--- config.mk ---
export PLATFORM = sky130hd
export DESIGN_NAME = learning_switch_port_table
export DESIGN_NICKNAME = d
export VERILOG_FILES = /design/src/lspt_pkg.sv /design/src/learning_switch_port_table.sv /design/src/lspt_cell.sv
export SDC_FILE = /design/constraint.sdc
export NUM_CORES = 1
export LEC_CHECK = 0
export BUFFER_PORTS_ARGS = -buffer_cell sky130_fd_sc_hd__clkbuf_2
export CAP_MARGIN = 20
export CELL_PAD_IN_SITES_DETAIL_PLACEMENT = 0
export CELL_PAD_IN_SITES_GLOBAL_PLACEMENT = 2
export CORE_MARGIN = 2
export CORE_UTILIZATION = 35
export CTS_BUF_LIST = sky130_fd_sc_hd__clkbuf_8
export CTS_CLUSTER_SIZE = 8
export DETAILED_ROUTE_END_ITERATION = 12
export GPL_ROUTABILITY_DRIVEN = 0
export PLACE_DENSITY = 0.76
export SLEW_MARGIN = 40
export SYNTH_ARGS = -nofsm -noshare
export SYNTH_HDL_FRONTEND = slang
export SYNTH_SLANG_ARGS = --single-unit
--- constraint.sdc ---
create_clock -name clk -period 2.6 [get_ports clk]
set_input_delay 0.26 -clock clk [delete_from_list [all_inputs] [get_ports clk]]
set_output_delay 0.26 -clock clk [all_outputs]
set_load 0.01 [all_outputs]
--- src/lspt_pkg.sv ---
// Shared types and constants for the learning switch port table.
package lspt_pkg;

  localparam int PORTS_DEF = 16;
  localparam int MASK_W    = 16;
  localparam int PORT_W    = 4;
  localparam int HOST_W    = 8;
  localparam int NUM_W     = 5;
  localparam int ADDR_W    = 3;
  localparam int DATA_W    = 32;

  localparam logic [NUM_W-1:0] NUM_PORTS_RESET = NUM_W'(16);

  // Word select of the register file (paddr bit 2)
  localparam logic REG_NUM_PORTS = 1'b0;

  // Lookup request travelling down the cell chain
  typedef struct packed {
    logic              en;
    logic              hit;
    logic [PORT_W-1:0] port;
    logic [HOST_W-1:0] dst;
  } query_t;

  // Learn strobe broadcast to every cell
  typedef struct packed {
    logic              we;
    logic [PORT_W-1:0] port;
    logic [HOST_W-1:0] host;
  } learn_t;

  typedef enum logic [1:0] {
    ST_IDLE,
    ST_WALK,
    ST_PEND
  } state_t;

endpackage

--- src/learning_switch_port_table.sv ---
// Learning switch port table: learns one host per port and resolves a forwarding mask.
// Each request (arrival port, source host, destination host) first learns the source for
// the arrival port if that port has nothing learned yet, then walks a chain of PORTS cells,
// one cell per clock, lowest port first; the first valid entry equal to the destination
// wins and gives a one-hot mask, otherwise the mask floods every port in use except the
// arrival port. Ports in use are cfg register num_ports (address 0) saturated to PORTS and
// to 16. An arrival port outside that range learns nothing and returns an all-zero result.
// A request is registered through the PORTS cells of the chain, then into the pending result
// hold stage, then into the output register. The next request is taken only after the result
// is loaded and the state machine is back in idle, so no new request enters while one is in
// flight; while the previous result is still held in the output register the new one waits
// in the hold stage and the input stays stalled.
module learning_switch_port_table #(
  parameter int PORTS = lspt_pkg::PORTS_DEF
) (
  input  logic                          clk,
  input  logic                          rst_n,
  // Configuration port
  input  logic                          cfg_psel,
  input  logic                          cfg_penable,
  input  logic                          cfg_pwrite,
  input  logic [lspt_pkg::ADDR_W-1:0]   cfg_paddr,
  input  logic [lspt_pkg::DATA_W-1:0]   cfg_pwdata,
  output logic [lspt_pkg::DATA_W-1:0]   cfg_prdata,
  output logic                          cfg_pready,
  // Request channel
  input  logic                          in_valid,
  output logic                          in_stall,
  input  logic [lspt_pkg::PORT_W-1:0]   in_port,
  input  logic [lspt_pkg::HOST_W-1:0]   in_src_host,
  input  logic [lspt_pkg::HOST_W-1:0]   in_dst_host,
  // Result channel
  output logic                          out_valid,
  input  logic                          out_stall,
  output logic [lspt_pkg::MASK_W-1:0]   out_mask,
  output logic                          out_hit,
  output logic [lspt_pkg::PORT_W-1:0]   out_port
);
  import lspt_pkg::*;

  localparam int LIM = (PORTS < MASK_W) ? PORTS : MASK_W;

  state_t            state_r, state_nxt;
  logic [NUM_W-1:0]  num_ports_r, num_ports_nxt;
  logic [NUM_W-1:0]  n_act;
  logic              cfg_we;
  logic              accept;
  logic              port_ok;
  logic [MASK_W-1:0] flood;
  logic [MASK_W-1:0] flood_r;
  learn_t            learn;
  query_t            q_head;
  logic              vld_link [PORTS+1];
  query_t            q_link   [PORTS+1];
  query_t            tail;
  logic              tail_vld;
  logic              out_free;
  logic              cap_pend;
  logic              load_out;
  logic [MASK_W-1:0] pend_mask_r, pend_mask_nxt;
  logic              pend_hit_r;
  logic [PORT_W-1:0] pend_port_r;
  logic              out_valid_r, out_valid_nxt;
  logic [MASK_W-1:0] out_mask_r;
  logic              out_hit_r;
  logic [PORT_W-1:0] out_port_r;

  // Register file
  assign cfg_pready    = 1'b1;
  assign cfg_we        = cfg_psel && cfg_penable && cfg_pwrite && (cfg_paddr[2] == REG_NUM_PORTS);
  assign num_ports_nxt = cfg_we ? cfg_pwdata[NUM_W-1:0] : num_ports_r;
  assign cfg_prdata    = (cfg_paddr[2] == REG_NUM_PORTS) ?
                         {{(DATA_W-NUM_W){1'b0}}, num_ports_r} : '0;

  // Saturate the port count to the table and mask size
  assign n_act = (num_ports_r > NUM_W'(LIM)) ? NUM_W'(LIM) : num_ports_r;

  assign accept  = in_valid && !in_stall;
  assign port_ok = ({1'b0, in_port} < n_act);

  // Flood set for a miss, taken at acceptance
  always_comb begin
    for (int i = 0; i < MASK_W; i++) begin
      flood[i] = port_ok && (NUM_W'(i) < n_act) && (PORT_W'(i) != in_port);
    end
  end

  assign learn.we   = accept && port_ok;
  assign learn.port = in_port;
  assign learn.host = in_src_host;

  assign q_head.en   = port_ok;
  assign q_head.hit  = 1'b0;
  assign q_head.port = '0;
  assign q_head.dst  = in_dst_host;

  assign vld_link[0] = accept;
  assign q_link[0]   = q_head;

  // Cell chain, one port per cell
  for (genvar k = 0; k < PORTS; k++) begin : g_cell
    lspt_cell #(
      .INDEX (k)
    ) u_cell (
      .clk     (clk),
      .rst_n   (rst_n),
      .learn   (learn),
      .n_act   (n_act),
      .in_vld  (vld_link[k]),
      .q_in    (q_link[k]),
      .out_vld (vld_link[k+1]),
      .q_out   (q_link[k+1])
    );
  end

  assign tail_vld = vld_link[PORTS];
  assign tail     = q_link[PORTS];
  assign out_free = !out_valid_r || !out_stall;

  // Next state
  always_comb begin
    state_nxt = state_r;
    unique case (state_r)
      ST_IDLE: if (accept)   state_nxt = ST_WALK;
      ST_WALK: if (tail_vld) state_nxt = ST_PEND;
      ST_PEND: if (out_free) state_nxt = ST_IDLE;
      default:               state_nxt = ST_IDLE;
    endcase
  end

  // State outputs
  always_comb begin
    in_stall = 1'b1;
    cap_pend = 1'b0;
    load_out = 1'b0;
    unique case (state_r)
      ST_IDLE: in_stall = 1'b0;
      ST_WALK: cap_pend = tail_vld;
      ST_PEND: load_out = out_free;
      default: in_stall = 1'b1;
    endcase
  end

  // Hit gives one port, miss gives the flood set
  assign pend_mask_nxt = tail.hit ? (MASK_W'(1) << tail.port) : flood_r;

  assign out_valid_nxt = load_out ? 1'b1 : (out_valid_r && out_stall);

  always_ff @(posedge clk) begin
    if (!rst_n) begin
      state_r     <= ST_IDLE;
      num_ports_r <= NUM_PORTS_RESET;
      out_valid_r <= 1'b0;
    end else begin
      state_r     <= state_nxt;
      num_ports_r <= num_ports_nxt;
      out_valid_r <= out_valid_nxt;
    end
  end

  // Payload: hold flood set, pending result and output register
  always_ff @(posedge clk) begin
    if (accept) begin
      flood_r <= flood;
    end
    if (cap_pend) begin
      pend_mask_r <= pend_mask_nxt;
      pend_hit_r  <= tail.hit;
      pend_port_r <= tail.hit ? tail.port : '0;
    end
    if (load_out) begin
      out_mask_r <= pend_mask_r;
      out_hit_r  <= pend_hit_r;
      out_port_r <= pend_port_r;
    end
  end

  assign out_valid = out_valid_r;
  assign out_mask  = out_mask_r;
  assign out_hit   = out_hit_r;
  assign out_port  = out_port_r;

  // A hit names exactly one port and that port
  a_hit_onehot : assert property (@(posedge clk) disable iff (!rst_n)
    out_valid && out_hit |-> (out_mask == (MASK_W'(1) << out_port)))
    else $error("hit result mask does not match port");

  // A miss reports port zero
  a_miss_port : assert property (@(posedge clk) disable iff (!rst_n)
    out_valid && !out_hit |-> (out_port == '0))
    else $error("miss result with nonzero port");

  // A request reaches the chain end only during a walk
  a_tail_walk : assert property (@(posedge clk) disable iff (!rst_n)
    tail_vld |-> (state_r == ST_WALK))
    else $error("chain output outside a walk");

  // An accepted request starts a walk
  a_accept_walk : assert property (@(posedge clk) disable iff (!rst_n)
    accept |=> (state_r == ST_WALK))
    else $error("accepted request did not start a walk");

  // A pending result waits only while the output register is held
  a_pend_wait : assert property (@(posedge clk) disable iff (!rst_n)
    (state_r == ST_PEND) && !out_free |=> (state_r == ST_PEND) && out_valid)
    else $error("pending result lost");

endmodule

--- src/lspt_cell.sv ---
// One table cell: holds a learned host for its port and checks a passing lookup.
module lspt_cell #(
  parameter int INDEX = 0
) (
  input  logic                          clk,
  input  logic                          rst_n,
  input  lspt_pkg::learn_t              learn,
  input  logic [lspt_pkg::NUM_W-1:0]    n_act,
  input  logic                          in_vld,
  input  lspt_pkg::query_t              q_in,
  output logic                          out_vld,
  output lspt_pkg::query_t              q_out
);
  import lspt_pkg::*;

  localparam bit                IN_RANGE = (INDEX < MASK_W);
  localparam logic [PORT_W-1:0] MY_PORT  = PORT_W'(INDEX);
  localparam logic [NUM_W-1:0]  MY_NUM   = NUM_W'(INDEX);

  logic              valid_r, valid_nxt;
  logic [HOST_W-1:0] host_r, host_nxt;
  logic              vld_r;
  query_t            q_r;
  logic              learn_hit;
  logic              match;

  // Learn only into an empty entry; first learning sticks
  assign learn_hit = IN_RANGE && learn.we && (learn.port == MY_PORT) && !valid_r;
  assign valid_nxt = valid_r | learn_hit;
  assign host_nxt  = learn_hit ? learn.host : host_r;

  always_ff @(posedge clk) begin
    if (!rst_n) begin
      valid_r <= 1'b0;
      vld_r   <= 1'b0;
    end else begin
      valid_r <= valid_nxt;
      vld_r   <= in_vld;
    end
  end

  // Payload: advance the request and hold the host
  always_ff @(posedge clk) begin
    host_r <= host_nxt;
    q_r    <= q_in;
  end

  // Claim the request if no lower port has matched yet
  assign match = vld_r && q_r.en && !q_r.hit && IN_RANGE && (MY_NUM < n_act) &&
                 valid_r && (host_r == q_r.dst);

  always_comb begin
    q_out = q_r;
    if (match) begin
      q_out.hit  = 1'b1;
      q_out.port = MY_PORT;
    end
  end

  assign out_vld = vld_r;

endmodule

==> results of run 1 <==
sequential cells by signal (all words and copies together) (netlist names), 5 cells and up:
signal,count
g_cell.u_cell.out_vld,16
flood_r,16
g_cell.u_cell.host_r,128
out_mask,16
g_cell.u_cell.valid_r,16
g_cell.u_cell.q_out,144
g_cell.u_cell.q_r,60
num_ports_r,5
pend_mask_r,16
metal layers:
metal,up-vias,track usage,routed length (µm)
met3,60,0.0310,1160
met2,173,0.234,13800
met1,3697,0.168,12200
met5,-,0,0
li1,3734,-,-
met4,0,0.0555,783
through the flow:
stage                     std cells  worst slack (ns)  setup TNS (ns)  utilization
after CTS                      1714             0.163               0        0.417
final                          1714             0.220               0        0.417
after detailed placement       1576             0.201               0        0.382
after global placement         1576             0.173               0        0.382
after global routing           1714            0.0132               0        0.417
after floorplan                1004            -0.118           -4.73            -
worst max-delay path: cells and delay by family (launching register included):
kind / cells / cell delay, ns
AND/OR/NAND/NOR: 2 / 0.29
flip-flops: 1 / 0.30
buffers and inverters: 4 / 0.64
adder cells (fa/ha/maj): 1 / 0.28
AO/OA/AOI/OAI: 2 / 0.56
cells in the mapped netlist (3+ instances only):
cell,n,share of area
xor2_1,59,0.037
nand3_1,12,0.0043
a211oi_1,13,0.0069
or4_1,3,0.0016
nand4b_1,14,0.0087
inv_1,8,0.0021
nor2b_1,16,0.0071
edfxtp_1,186,0.40
a31oi_1,3,0.0013
or2_1,7,0.0031
buf_2,9,0.0032
o21a_1,3,0.0016
nand4_1,41,0.018
dfxtp_1,244,0.35
a21o_1,6,0.0032
a21oi_1,21,0.0074
and2_1,30,0.013
nor2_1,23,0.0061
o211ai_1,3,0.0016
buf_4,29,0.015
o31ai_1,5,0.0027
nor3_1,19,0.0067
nor4_1,18,0.0080
o21ai_0,14,0.0050
ha_1,3,0.0027
mux2i_1,5,0.0035
buf_1,3,0.00080
clkbuf_1,17,0.0045
or2_2,3,0.0013
nand2_1,35,0.0093
nand2b_1,35,0.016
xnor2_1,69,0.043
final timing paths:
check,startpoint,to,depth (start not counted)
max,num_ports_r[4]$_SDFFE_PN1P_,g_cell[5].u_cell.host_r[1]$_DFFE_PP_,9
min,in_port[0],g_cell[15].u_cell.valid_r$_SDFF_PN0_,4
max reg2reg,num_ports_r[4]$_SDFFE_PN1P_,g_cell[5].u_cell.host_r[1]$_DFFE_PP_,9
min reg2reg,g_cell[5].u_cell.q_out[2]$_DFF_P_,g_cell[6].u_cell.q_out[2]$_DFF_P_,0
report_power, final:
group / switching [mW] / total (mW) / internal [mW]
combinational: 0.232 / 0.383 / 0.151
sequential: 0.0925 / 7.28 / 7.19
clock: 2.49 / 5.20 / 2.71
total: 2.81 / 12.9 / 10.1
layout make-up:
cell class / count / area, µm² / area share
clock buffer: 73 / 1000 / 0.0605
sequential: 430 / 10500 / 0.630
tap: 525 / 657 / 0.0396
inverter: 9 / 33.8 / 0.00203
clock inverter: 50 / 251 / 0.0151
timing repair buffer: 121 / 796 / 0.0479
multi-input combinational: 506 / 3400 / 0.204
kinds of logic (layout without fill, tap and decap cells):
logic type | Yosys count | after routing | share of synthesized area
flip-flops | 430 | 430 | 0.741
AND/OR/NAND/NOR | 268 | 268 | 0.112
XOR/XNOR | 128 | 128 | 0.0794
AO/OA/AOI/OAI | 74 | 74 | 0.0337
buffers and inverters | 68 | 253 | 0.0271
multiplexers | 5 | 5 | 0.00354
adder cells (fa/ha/maj) | 3 | 3 | 0.00266
other | 2 | 28 | 0.000532
repair_timing:
| item | in CTS | in global routing |
|---|---|---|
| setup endpoints to repair | 0 | 0 |
| endpoints found under the hold margin | 16 | 0 |
| hold buffers | 15 | 0 |
| setup buffers | 0 | 0 |
==> metrics, run 1 <==
total chip power=~13 mW; area of the core=~40,000 µm²; DRT antenna net count=0; total track usage=0.137; reg2reg setup slack=between 0.2 and 0.25 ns; crit path cell chain=inv_1 > buf_4 > nand2_1 > ha_1 > a211oi_2 > o211ai_1 > buf_4 > nor3_1 > buf_4; H-tree Lvls=3; clock sink total=430; Main synth FF type=dfxtp_1; endpoints failing hold=0; final wirelength=28.0 mm; Die X=slightly above 200 µm; overflow left after global routing=0; CTS tree=yes; Die ar.=approximately 42,000 µm²; Worst slew margin=0.590; Via Count=approximately 7,700; vias per cell=between 4 and 5; crit-path max FO=8; Crit-path slowest cell=a211oi_2; register area share after synthesis=0.741; Residual DRC=0; final period utilization=0.915; Worst Max-Slew Pin Slew=between 0.6 and 0.7 ns; Pleak=6.42 nW; unrepaired setup endpoints after global routing=false; max-cap violations=0; clk_skew=0.0234 ns; n_diodes=0; fillcell total=between 3,000 and 4,000; kind of critical path=flop to flop; Syn. warnings=0; initial antenna violation count=0; post-route cell area=16,600 µm²; run status=finished clean; crit end category=flop; first-pass GRT wire length=approximately 43 mm; PD cells=775 nW/µm²; root buf cell=clkbuf_8; most common cell after layout, fill and taps aside=dfxtp_1; Die Span Y=~200 µm; effective utilization at floorplan=0.355; Area Growth Syn to Fin=17.6%; Post-layout nets=1,202; vias in the first global route=approximately 7,800; Setup Viol. Count Final=0; Detailed Routing Iterations Pass 1=5; startpoint type of the worst setup path=flop; Syn Area/Cell=between 10 and 15 µm²; largest net degree at the start of global routing=28; Area after DPL=roughly 15,000 µm²; asr flop ratio synth=0; worst-skew pair later-pin latency=between 0.5 and 0.6 ns; DPL Wire Length=19.7 mm; FF+latch count, synth=between 400 and 500; layout cell share with drive strength beyond 1=0.170; hold_ws=around 0.20 ns; EDFF count, synth=186; Critical Path AT=approximately 2.7 ns; row count=between 70 and 80; fin. max-slew vios=0; Most common cell on crit path=buf_4; clock buffer depth=3; Fmax achieved=approximately 0.42 GHz; area of the mapped netlist=14,100 µm²; VDD IR max=roughly 0.48 mV; port buffer count=60; worst path required time=about 2.9 ns; HP Class=primary input to flop; Routed WL per cell=16.3 µm; initial drt markers=340; Worst-path clk slew=about 0.07 ns; Num CTS Buffers=69; Crit path largest cell delay=0.35 ns; Period minus WS final=roughly 2.4 ns; # IOs=118; post-synthesis cell count=~1,000; Netlist cell types=49; Post-CTS Resized=0; most frequent cells in the layout=dfxtp_1, edfxtp_1, clkbuf_8
No activity file was read; power rests on OpenSTA's default activity.
==> run 2, diff against run 1 <==
--- a/config.mk
+++ b/config.mk
@@ -5,6 +5,7 @@
 export SDC_FILE = /design/constraint.sdc
 export NUM_CORES = 1
 export LEC_CHECK = 0
+export ABC_AREA = 1
 export BUFFER_PORTS_ARGS = -buffer_cell sky130_fd_sc_hd__clkbuf_2
 export CAP_MARGIN = 20
 export CELL_PAD_IN_SITES_DETAIL_PLACEMENT = 0
@@ -15,7 +16,8 @@
 export CTS_CLUSTER_SIZE = 8
 export DETAILED_ROUTE_END_ITERATION = 12
 export GPL_ROUTABILITY_DRIVEN = 0
-export PLACE_DENSITY = 0.76
+export PLACE_DENSITY_LB_ADDON = 0.3
+export SETUP_SLACK_MARGIN = 0.05
 export SLEW_MARGIN = 40
 export SYNTH_ARGS = -nofsm -noshare
 export SYNTH_HDL_FRONTEND = slang
==> run 2 against run 1 <==
  * Die area rose by 2.9%
  * Non-clock buffer count fell by 17
  * Final area rose by 2.8%
  * Clock power rose by 4.8%
  * Global-route usage rose by 1.6 points
  * Critical endpoint is now g_cell[5].u_cell.host_r[3]$_DFFE_PP_
==> metrics, run 2 <==
crit-path max FO=17; Pleak=7.22 nW; Syn. warnings=0; kind of critical path=flop to flop; area of the core=40,900 µm²; Worst-path clk slew=roughly 0.06 ns; n_diodes=0; VDD IR max=between 0.3 and 0.4 mV; Worst slew margin=0.498; commonest cells in the synthesized netlist=dfxtp_1, edfxtp_1, nand2_1, inv_1, nor2_1; first-pass GRT wire length=50.3 mm; FF+latch count, synth=430; Syn Area/Cell=between 10 and 15 µm²; register area share after synthesis=0.720; Fmax achieved=between 0.4 and 0.5 GHz; Yosys top cell by area=edfxtp_1; Placement Setup Slack=roughly 0.13 ns; top-count cell post-synth=dfxtp_1; # IOs=approximately 120; final wirelength=roughly 32 mm; CTS tree=yes; vias per cell=4.35; clock buffer depth=3; largest cells by area after synthesis=edfxtp_1, dfxtp_1, nand2_1, inv_1, nor2_1; run status=finished clean; Multi-input gate area=around 3300 µm²; Die Span Y=208 µm; largest net degree at the start of global routing=33; Area Growth Syn to Fin=17.4%; Period minus WS final=approximately 2.3 ns; max-cap violations=0; number of flip-flops under the largest register name=144; Via Count=approximately 8,700; Critical Path AT=about 2.6 ns; fin. max-slew vios=0; row count=between 70 and 80; asr flop ratio synth=0; overflow left after global routing=0; fillcell total=3,940; HP Class=primary input to flop; final worst slack=~0.28 ns; most frequent cells in the layout=dfxtp_1, inv_1, edfxtp_1; H-tree Lvls=3; DRT antenna net count=0; Die ar.=43,200 µm²; TNS Setup=0 ns; effective utilization at floorplan=0.356; vias in the first global route=about 9,000; initial antenna violation count=0; initial drt markers=370; total track usage=0.153; clock sink total=430; Detailed Routing Iterations Pass 1=4; EDFF count, synth=between 150 and 200; unrepaired setup endpoints after global routing=false; endpoints failing hold=0; final period utilization=0.893; worst-skew pair later-pin latency=0.61 ns; Main synth FF type=dfxtp_1; port buffer count=60; root buf cell=clkbuf_8; hold_ws=about 0.081 ns; Routed WL per cell=~16 µm; Worst Max-Slew Pin Slew=between 0.7 and 0.8 ns; placed instance count=around 1,900; PD cells=774 nW/µm²; post-synthesis cell count=1,241; Register Area=10,500 µm²; post-synth top area share=0.384; layout cell share with drive strength beyond 1=0.148; Num CTS Buffers=roughly 70; most common cell after layout, fill and taps aside=dfxtp_1; startpoint type of the worst setup path=flop; area of the mapped netlist=between 10,000 and 15,000 µm²; DPL Wire Length=approximately 23 mm; Setup Fix Bufs, Post-CTS=0; crit end category=flop; clk_skew=around 0.023 ns; Setup Viol. Count Final=0; Post-layout nets=around 1,500; Netlist cell types=between 40 and 50; worst path required time=between 2 and 3 ns; Residual DRC=0; final std cells w/o fill=about 2,000; Die X=approximately 210 µm
[run 2: cell types whose count changed after synthesis, sizes merged, moves of 22 or more]
| cell | previous run | this run |
|---|---|---|
| inv | 8 | 171 |
| nand3 | 12 | 34 |
| nand2 | 35 | 179 |
| xnor2 | 69 | 46 |
| xor2 | 59 | 32 |
| nor2 | 24 | 113 |
| and2 | 30 | 1 |
| o21ai | 14 | 37 |
| nand2b | 35 | 0 |
[run 2: final timing paths]
path | start | end | slack (ns) | depth (start not counted)
worst min-delay path | cfg_psel | num_ports_r[4]$_SDFFE_PN1P_ | 0.08 | 3
worst max register to register | num_ports_r[4]$_SDFFE_PN1P_ | g_cell[5].u_cell.host_r[3]$_DFFE_PP_ | 0.28 | 10
worst min register to register | g_cell[3].u_cell.q_out[4]$_DFF_P_ | g_cell[4].u_cell.q_out[4]$_DFF_P_ | 0.34 | 0
worst max-delay path | num_ports_r[4]$_SDFFE_PN1P_ | g_cell[5].u_cell.host_r[3]$_DFFE_PP_ | 0.28 | 10
[run 2: per-layer routing]
layer	part of all wire	wire length [µm]	GRT usage	up-vias
met5	0	0	0	-
met4	0.025	802	0.0553	0
met3	0.038	1230	0.0337	64
met2	0.50	16200	0.263	172
met1	0.44	14300	0.188	4099
li1	-	-	-	4371
[run 2: kinds of logic (layout without fill, tap and decap cells)]
group / after synthesis / after routing / synth area share
buf+inv: 209 / 410 / 0.0625
compound gates: 89 / 89 / 0.0365
xor+xnor: 78 / 78 / 0.0469
fa+ha+maj: 3 / 3 / 0.00258
other cells: 2 / 28 / 0.000516
flops: 430 / 430 / 0.720
simple gates: 430 / 430 / 0.131
[run 2: what timing repair did]
item                                   in CTS  in global routing
gates resized for setup                     0                  1
hold buffers                               14                  0
setup endpoints to repair                   0                116
endpoints found under the hold margin      15                  0
[run 2: per-stage QoR]
stage,power [mW],util,instance area (µm²)
after floorplan,7.69,-,14600
after global placement,7.89,0.381,15600
after detailed placement,7.89,0.381,15600
after CTS,13.4,0.417,17100
after global routing,13.8,0.417,17100
final,13.2,0.417,17100
[run 2: critical path, stage by stage (launching register included)]
cell	delay, ns
dfxtp_1	0.47
inv_2	0.12
nand2_1	0.10
ha_1	0.22
inv_1	0.05
nor2_1	0.06
and3_1	0.20
nand2_4	0.26
nand4_1	0.19
nor2_1	0.16
buf_4	0.19
[run 2: layout make-up]
class / count / share of cell area
flip-flops and latches: 430 / 0.613
multi-input cells: 628 / 0.192
clock buffers: 80 / 0.0645
repair buffers: 104 / 0.0397
well taps: 532 / 0.0390
inverters: 172 / 0.0379
clock inverters: 54 / 0.0141
[run 2: where the power goes]
part	switching, mW	leakage (nW)	internal, mW
clock	2.61	0.820	2.84
combinational	0.285	2.72	0.156
sequential	0.106	3.69	7.21
==> run 3, diff against run 2 <==
--- a/config.mk
+++ b/config.mk
@@ -10,6 +10,7 @@
 export CAP_MARGIN = 20
 export CELL_PAD_IN_SITES_DETAIL_PLACEMENT = 0
 export CELL_PAD_IN_SITES_GLOBAL_PLACEMENT = 2
+export CORE_ASPECT_RATIO = 0.7
 export CORE_MARGIN = 2
 export CORE_UTILIZATION = 35
 export CTS_BUF_LIST = sky130_fd_sc_hd__clkbuf_8
==> run 3 against run 2 <==
  * Global-route usage rose by 0.83 points
  * Clock skew increased by 0.0086 ns
  * Sequential cell count stayed put
  * First-iteration DRC count is 48% higher
  * Sequential share of layout area barely moved
  * Clock power down 1%
  * Sequential power is essentially flat
  * Critical path type unchanged
  * Critical endpoint is now g_cell[9].u_cell.host_r[1]$_DFFE_PP_
  * Largest power group unchanged
  * Highest routed layer unchanged
==> metrics, run 3 (same netlist as run 2, synthesis figures left out) <==
run status=finished clean; Via Count=around 8,600; clock buffer depth=3; Detailed Routing Iterations Pass 1=5; met1 GRT Util=0.260; Post-layout nets=~1,500; VDD IR max=0.430 mV; hold_ws=0.0692 ns; final period utilization=0.902; crit-path max FO=17; startpoint type of the worst setup path=flop; Fmax achieved=between 0.4 and 0.5 GHz; worst path required time=about 2.9 ns; vias per cell=approximately 4.3; TNS Setup=0 ns; DRT antenna net count=0; PD cells=around 770 nW/µm²; most frequent cells in the layout=dfxtp_1, inv_1, edfxtp_1; layout cell share with drive strength beyond 1=0.143; area of the core=~41,000 µm²; row count=62; most common cell after layout, fill and taps aside=dfxtp_1; Critical Path AT=around 2.7 ns; max-cap violations=0; kind of critical path=flop to flop; endpoints failing hold=0; Routed WL per cell=between 15 and 20 µm; clk_skew=0.0315 ns; Worst Max-Slew Pin Slew=between 0.8 and 0.9 ns; met2 Usage GRT=0.203; HP Class=primary input to flop; DPL Wire Length=approximately 23 mm; total track usage=0.161; Post-CTS Resized=0; fin. max-slew vios=0; final design utilization=0.416; first-pass GRT wire length=51.1 mm; H-tree Lvls=3; Die ar.=43,200 µm²; Area after DPL=roughly 16,000 µm²; CTS tree=yes; number of flip-flops under the largest register name=~140; unrepaired setup endpoints after global routing=false; GRT busiest layer=met1; largest net degree at the start of global routing=33; Worst-path clk slew=0.06 ns; Die X=248 µm; initial drt markers=between 500 and 600; Period minus WS final=2.35 ns; port buffer count=60; met3 Resource Use GR=0.0481; worst-skew pair later-pin latency=approximately 0.61 ns; overflow left after global routing=0; effective utilization at floorplan=0.355; Num CTS Buffers=between 60 and 70; Worst slew margin=0.464; Residual DRC=0; Pleak=about 7.2 nW; vias in the first global route=approximately 8,400; Setup Viol. Count Final=0; fillcell total=a little under 4,000; clock sink total=between 400 and 500; n_diodes=0; root buf cell=clkbuf_8; total chip power=about 13 mW; initial antenna violation count=0; Area Growth Syn to Fin=17.4%; Die Span Y=around 170 µm; crit end category=flop; # IOs=roughly 120; post-route cell area=around 17,000 µm²; final wirelength=between 30 and 40 mm
-- run 3: changes by cell type in the layout (fill, tap and decap cells not counted), moves of 2 or more --
cell and delta:
clkinv_1 -2, inv_1 +2, buf_4 -2, inv_8 -2, clkinv_2 -4, clkbuf_8 -3, buf_12 +3
-- run 3: per-stage QoR --
stage	std cells	setup WS (ns)
2_1_floorplan	1267	0.205
4_1_cts	2006	0.284
6_report	2006	0.255
3_5_place_dp	1865	0.299
3_3_place_gp	1865	0.285
5_1_grt	2006	0.144
-- run 3: final timing paths --
path | start | end | slack, ns | cells past startpoint
max | num_ports_r[4]$_SDFFE_PN1P_ | g_cell[9].u_cell.host_r[1]$_DFFE_PP_ | 0.25 | 10
min | cfg_psel | num_ports_r[4]$_SDFFE_PN1P_ | 0.07 | 3
max reg2reg | num_ports_r[4]$_SDFFE_PN1P_ | g_cell[9].u_cell.host_r[1]$_DFFE_PP_ | 0.25 | 10
min reg2reg | g_cell[9].u_cell.q_out[13]$_DFF_P_ | g_cell[10].u_cell.q_out[13]$_DFF_P_ | 0.33 | 0
-- run 3: cell type report --
cell class                 instances  area (µm²)  share of cell area
sequential                       430       10500               0.613
multi-input combinational        628        3270               0.191
clock buffer                      77        1060              0.0620
timing repair buffer             106         733              0.0429
tap                              544         681              0.0398
inverter                         172         648              0.0379
clock inverter                    49         229              0.0134
-- run 3: report_power, final --
part	internal (mW)	total, mW	switching, mW
sequential	7.21	7.33	0.121
combinational	0.160	0.453	0.293
clock	2.81	5.38	2.57
total	10.2	13.2	2.98
-- run 3: repair_timing --
item                                   CTS  global route
endpoints found under the hold margin   16             0
buffers inserted                         0             0
hold buffers                            15             0
-- run 3: metal layers --
layer / vias up / part of all wire
met5: - / 0
met4: 0 / 0.014
met3: 42 / 0.065
met2: 211 / 0.37
met1: 3953 / 0.55
li1: 4359 / -
-- run 3: critical path, cell delays in order, from the launching register on --
cell     delay [ns]
dfxtp_1        0.49
inv_2          0.11
buf_4          0.18
nand2_1        0.08
ha_1           0.22
and3_1         0.19
nand2_2        0.09
buf_12         0.17
nand4_1        0.17
nor2_1         0.16
buf_4          0.19
